===== src/hdl/pljh_pkg.sv =====
// Shared definitions for the per-label joint histogram core.
// Field widths, opcodes, controller state encoding, command/status bundles.
// No dependencies.
package pljh_pkg;

    localparam int LABEL_W = 16;
    localparam int SLOT_W  = 5;
    localparam int BIN_W   = 7;
    localparam int COUNT_W = 32;
    localparam int LIU_W   = 6;

    localparam logic OP_ACCUM = 1'b0;
    localparam logic OP_READ  = 1'b1;

    typedef enum logic [4:0] {
        S_CLEAR = 5'b00001,
        S_IDLE  = 5'b00010,
        S_ADDR  = 5'b00100,
        S_READ  = 5'b01000,
        S_WRITE = 5'b10000
    } t_state;

    typedef struct packed {
        logic clr_we;
        logic load;
        logic resolve;
        logic rd;
        logic commit;
    } t_cmd;

    typedef struct packed {
        logic clr_last;
        logic out_free;
    } t_stat;

endpackage


===== src/hdl/pljh_ctrl.sv =====
// Sequencer for the per-label joint histogram core.
// Runs the clearing sweep after reset, then steps each transfer through address, counter read and write-back.
// Depends on pljh_pkg.
module pljh_ctrl (
    input  logic             i_clk,
    input  logic             i_rst_n,
    input  logic             i_in_valid,
    output logic             o_in_stall,
    input  pljh_pkg::t_stat  i_stat,
    output pljh_pkg::t_cmd   o_cmd
);

    pljh_pkg::t_state r_state;
    pljh_pkg::t_state n_state;

    always_comb begin
        n_state = r_state;
        o_cmd   = '0;
        unique case (r_state)
            pljh_pkg::S_CLEAR: begin
                o_cmd.clr_we = 1'b1;
                if (i_stat.clr_last) begin
                    n_state = pljh_pkg::S_IDLE;
                end
            end
            pljh_pkg::S_IDLE: begin
                if (i_in_valid) begin
                    o_cmd.load = 1'b1;
                    n_state    = pljh_pkg::S_ADDR;
                end
            end
            pljh_pkg::S_ADDR: begin
                o_cmd.resolve = 1'b1;
                n_state       = pljh_pkg::S_READ;
            end
            pljh_pkg::S_READ: begin
                o_cmd.rd = 1'b1;
                n_state  = pljh_pkg::S_WRITE;
            end
            pljh_pkg::S_WRITE: begin
                if (i_stat.out_free) begin
                    o_cmd.commit = 1'b1;
                    n_state      = pljh_pkg::S_IDLE;
                end
            end
            default: begin
                n_state = pljh_pkg::S_CLEAR;
            end
        endcase
    end

    always_ff @(posedge i_clk) begin
        if (!i_rst_n) begin
            r_state <= pljh_pkg::S_CLEAR;
        end else begin
            r_state <= n_state;
        end
    end

    assign o_in_stall = (r_state != pljh_pkg::S_IDLE);

endmodule


===== config.mk =====
export PLATFORM = sky130hd
export DESIGN_NAME = pljh_ctrl
export DESIGN_NICKNAME = d
export VERILOG_FILES = /design/src/hdl/pljh_pkg.sv /design/src/hdl/pljh_ctrl.sv
export SDC_FILE = /design/constraint.sdc
export NUM_CORES = 1
export LEC_CHECK = 0
export ABC_AREA = 1
export BUFFER_PORTS_ARGS = -buffer_cell sky130_fd_sc_hd__buf_4
export CAP_MARGIN = 20
export CORE_AREA = 3 3 40 42
export DETAILED_ROUTE_END_ITERATION = 6
export DIE_AREA = 0 0 43 45
export PLACE_DENSITY = 0.48
export RECOVER_POWER = 100
export SETUP_SLACK_MARGIN = 0.2
export SYNTH_ARGS = -nofsm -noshare
export SYNTH_HDL_FRONTEND = slang
export SYNTH_SLANG_ARGS = --single-unit

===== constraint.sdc =====
create_clock -name i_clk -period 1.1 [get_ports i_clk]
set_input_delay 0.055 -clock i_clk [delete_from_list [all_inputs] [get_ports i_clk]]
set_output_delay 0.055 -clock i_clk [all_outputs]
set_load 0.1 [all_outputs]

==> results_dict.tcl <==
set metrics [dict create \
    outcome "finished with violations" \
    violations "negative setup slack" \
    hold_viol 0 \
    setup_ws_ns -0.164 \
    drv_cap 0 \
    synth-seq-cells 5 \
    tightest_slew_ns 0.205 \
    cts_sinks 5 \
    comb_power_share_pct 46.7 \
    drcViolationCount 0 \
    grt_max_degree 6 \
    crit_type "reg -> out" \
    dp_hpwl_um 541 \
    cp-end-kind "output pin" \
    crit_arrival_ns 1.21 \
    drive_above_1_share_pct 60.3 \
    antenna_found_initial 0 \
    die_area_sq_um 1940 \
    ios 11 \
    antenna_cells 0 \
    cellLeakagePower_nw 0.277 \
    drt_wl_total_um 722 \
    rsz0062_at_grt "yes" \
    clkLatencyLatePin_ns 0.24 \
    power_density_nw_per_um2 1330 \
    vias_per_cell 4.20 \
    grt_first_pass_wirelength_um 1210 \
    wl_per_cell_um 8.70 \
    holdWs_ns 0.0691 \
    first_pass_iters 1 \
    p_sw_mw 0.342 \
    fin_crit_sh_pct 115 \
    vdd_drop_max_mv 0.676 \
    ys_types 12 \
    power_frac_seq_pct 27.7 \
    skew_ns 0.00367 \
    core-area_sq_um 1280 \
    r2r_start "r_state[3]$_SDFFE_PN0P_" \
    die_h_um 45 \
    pwr-share-clk_pct 25.6 \
    finalSetupTns_ns -0.751 \
    tritoncts "yes" \
    utilization_pct 48.4 \
    vias 349 \
    grt_remaining_overflow 0 \
    syn2layout_area_growth_pct 96.4 \
    synthesis.nets 54 \
    p_int_mw 0.484 \
    synthTopCellsByArea "dfxtp_1 (32%), inv_1 (14%), nor2_1 (11%)" \
    sw_frac_of_total_pct 41.4 \
    reg_top3 "r_state x5" \
    first_iter_violations 0 \
    hold_class "in -> reg" \
    max_freq_mhz 791 \
    synth_top_area_cell "dfxtp_1" \
    grt_usage_pct 9.49 \
    die_w_um 43 \
    synth.top_cell.area_share_pct 31.6 \
    post_synth.cell_area_avg_sq_um 6.46 \
    cts-htree-levels 1 \
    cts.reportedPaths.clkPinSlew_ns 0.04 \
    cts_root_buffer "clkbuf_4" \
    setup_viol 7 \
    cts_buffers 3 \
    yosys_warnings 0 \
    portBuffers 10 \
    syn_area_sq_um 317 \
    gp_congestion 0.694 \
    cp_max_fo 5 \
    slew_headroom_pct 86.3 \
    worstSetupStartpointType "flop" \
    largest_reg_flops 5 \
    cts_buffer_depth 2 \
    ant_nets 0 \
    crit_start "r_state[3]$_SDFFE_PN0P_" \
    synth_cells 49 \
    maxSlewViolCount 0 \
    num_rows 13 \
    yosysSeqAreaShare_pct 31.6 \
    period_needed_ns 1.26 \
    start_util_pct 24.6 \
    hold_start "i_rst_n" \
    fin_nets 74 \
    grt_pass1_vias 313 \
    top_register "r_state" \
    cp.required_ns 1.04 \
]
cells in the final DEF, fill, tap and decap left out, types with 3 or more instances in the layout:
master,n
buf_12,5
buf_4,9
clkbuf_4,3
dfxtp_2,4
inv_1,11
nand2_1,4
nand3_2,3
nor2_1,6
nor2_4,7
final cells by class:
class	count	area [sq um]
repair buffers	16	188
fillers	129	663
flip-flops and latches	5	109
inverters	14	58.8
clock buffers	4	26.3
multi-input cells	29	221
well taps	15	18.8
cell families (layout without fill, tap and decap cells):
logic type	after synthesis	count (layout)	share of synthesized area [%]
and+or+nand+nor	29	29	49.4
buffers and inverters	15	34	19.0
DFF	5	5	31.6
routing by layer:
layer	routed length [um]	vias to the layer above	track usage [%]
met5	0	-	0
met2	350	12	14.1
met1	298	151	9.64
li1	-	182	-
met4	29	0	12.7
met3	43	4	2.39
worst paths after layout:
| path | end | slack [ns] | cells after the start |
|---|---|---|---|
| max | o_cmd[0] | -0.16 | 4 |
| min | r_state[0]$_SDFFE_PN1P_ | 0.07 | 4 |
| max reg2reg | r_state[0]$_SDFFE_PN1P_ | -0.04 | 7 |
| min reg2reg | r_state[3]$_SDFFE_PN0P_ | 0.53 | 2 |
power groups by stage:
stage	Clock (mW)	Sequential, mW	Combinational, mW
floorplan	0	0.222	0.254
global placement	0	0.224	0.307
detailed placement	0	0.224	0.306
CTS	0.225	0.229	0.385
global route	0.248	0.232	0.409
finish	0.211	0.229	0.386
per-stage QoR:
stage               total power [mW]  instance area [sq um]  instances  setup WS, ns
finish                         0.826                    622         83        -0.164
global route                   0.889                    622         83        -0.234
detailed placement             0.530                    447         73      -0.00450
global placement               0.531                    447         73      -0.00970
CTS                            0.839                    617         83        -0.164
floorplan                      0.475                    373         49        -0.379
timing repair:
| action | in CTS | in global routing |
|---|---|---|
| setup buffers | 6 | 0 |
| endpoints found under the setup margin | 9 | 10 |
| hold buffers | 0 | 0 |
| resized for setup | 24 | 2 |
| pin swaps | 8 | 2 |
critical path, cell delays in order, from the launching register on:
cell	delay (ns)
dfxtp_2	0.34
nor2_4	0.19
nand3_2	0.13
nor2_4	0.12
buf_12	0.18
synth_stat cells:
| library cell | n |
|---|---|
| nor2_1 | 9 |
| inv_2 | 2 |
| buf_4 | 1 |
| nand2_1 | 4 |
| nor3_1 | 2 |
| nor2_2 | 5 |
| inv_1 | 12 |
| nand3_1 | 5 |
| nor2_4 | 1 |
| nand4_1 | 2 |
| nand3_4 | 1 |
| dfxtp_1 | 5 |
No activity file was read; power rests on OpenSTA's default activity.
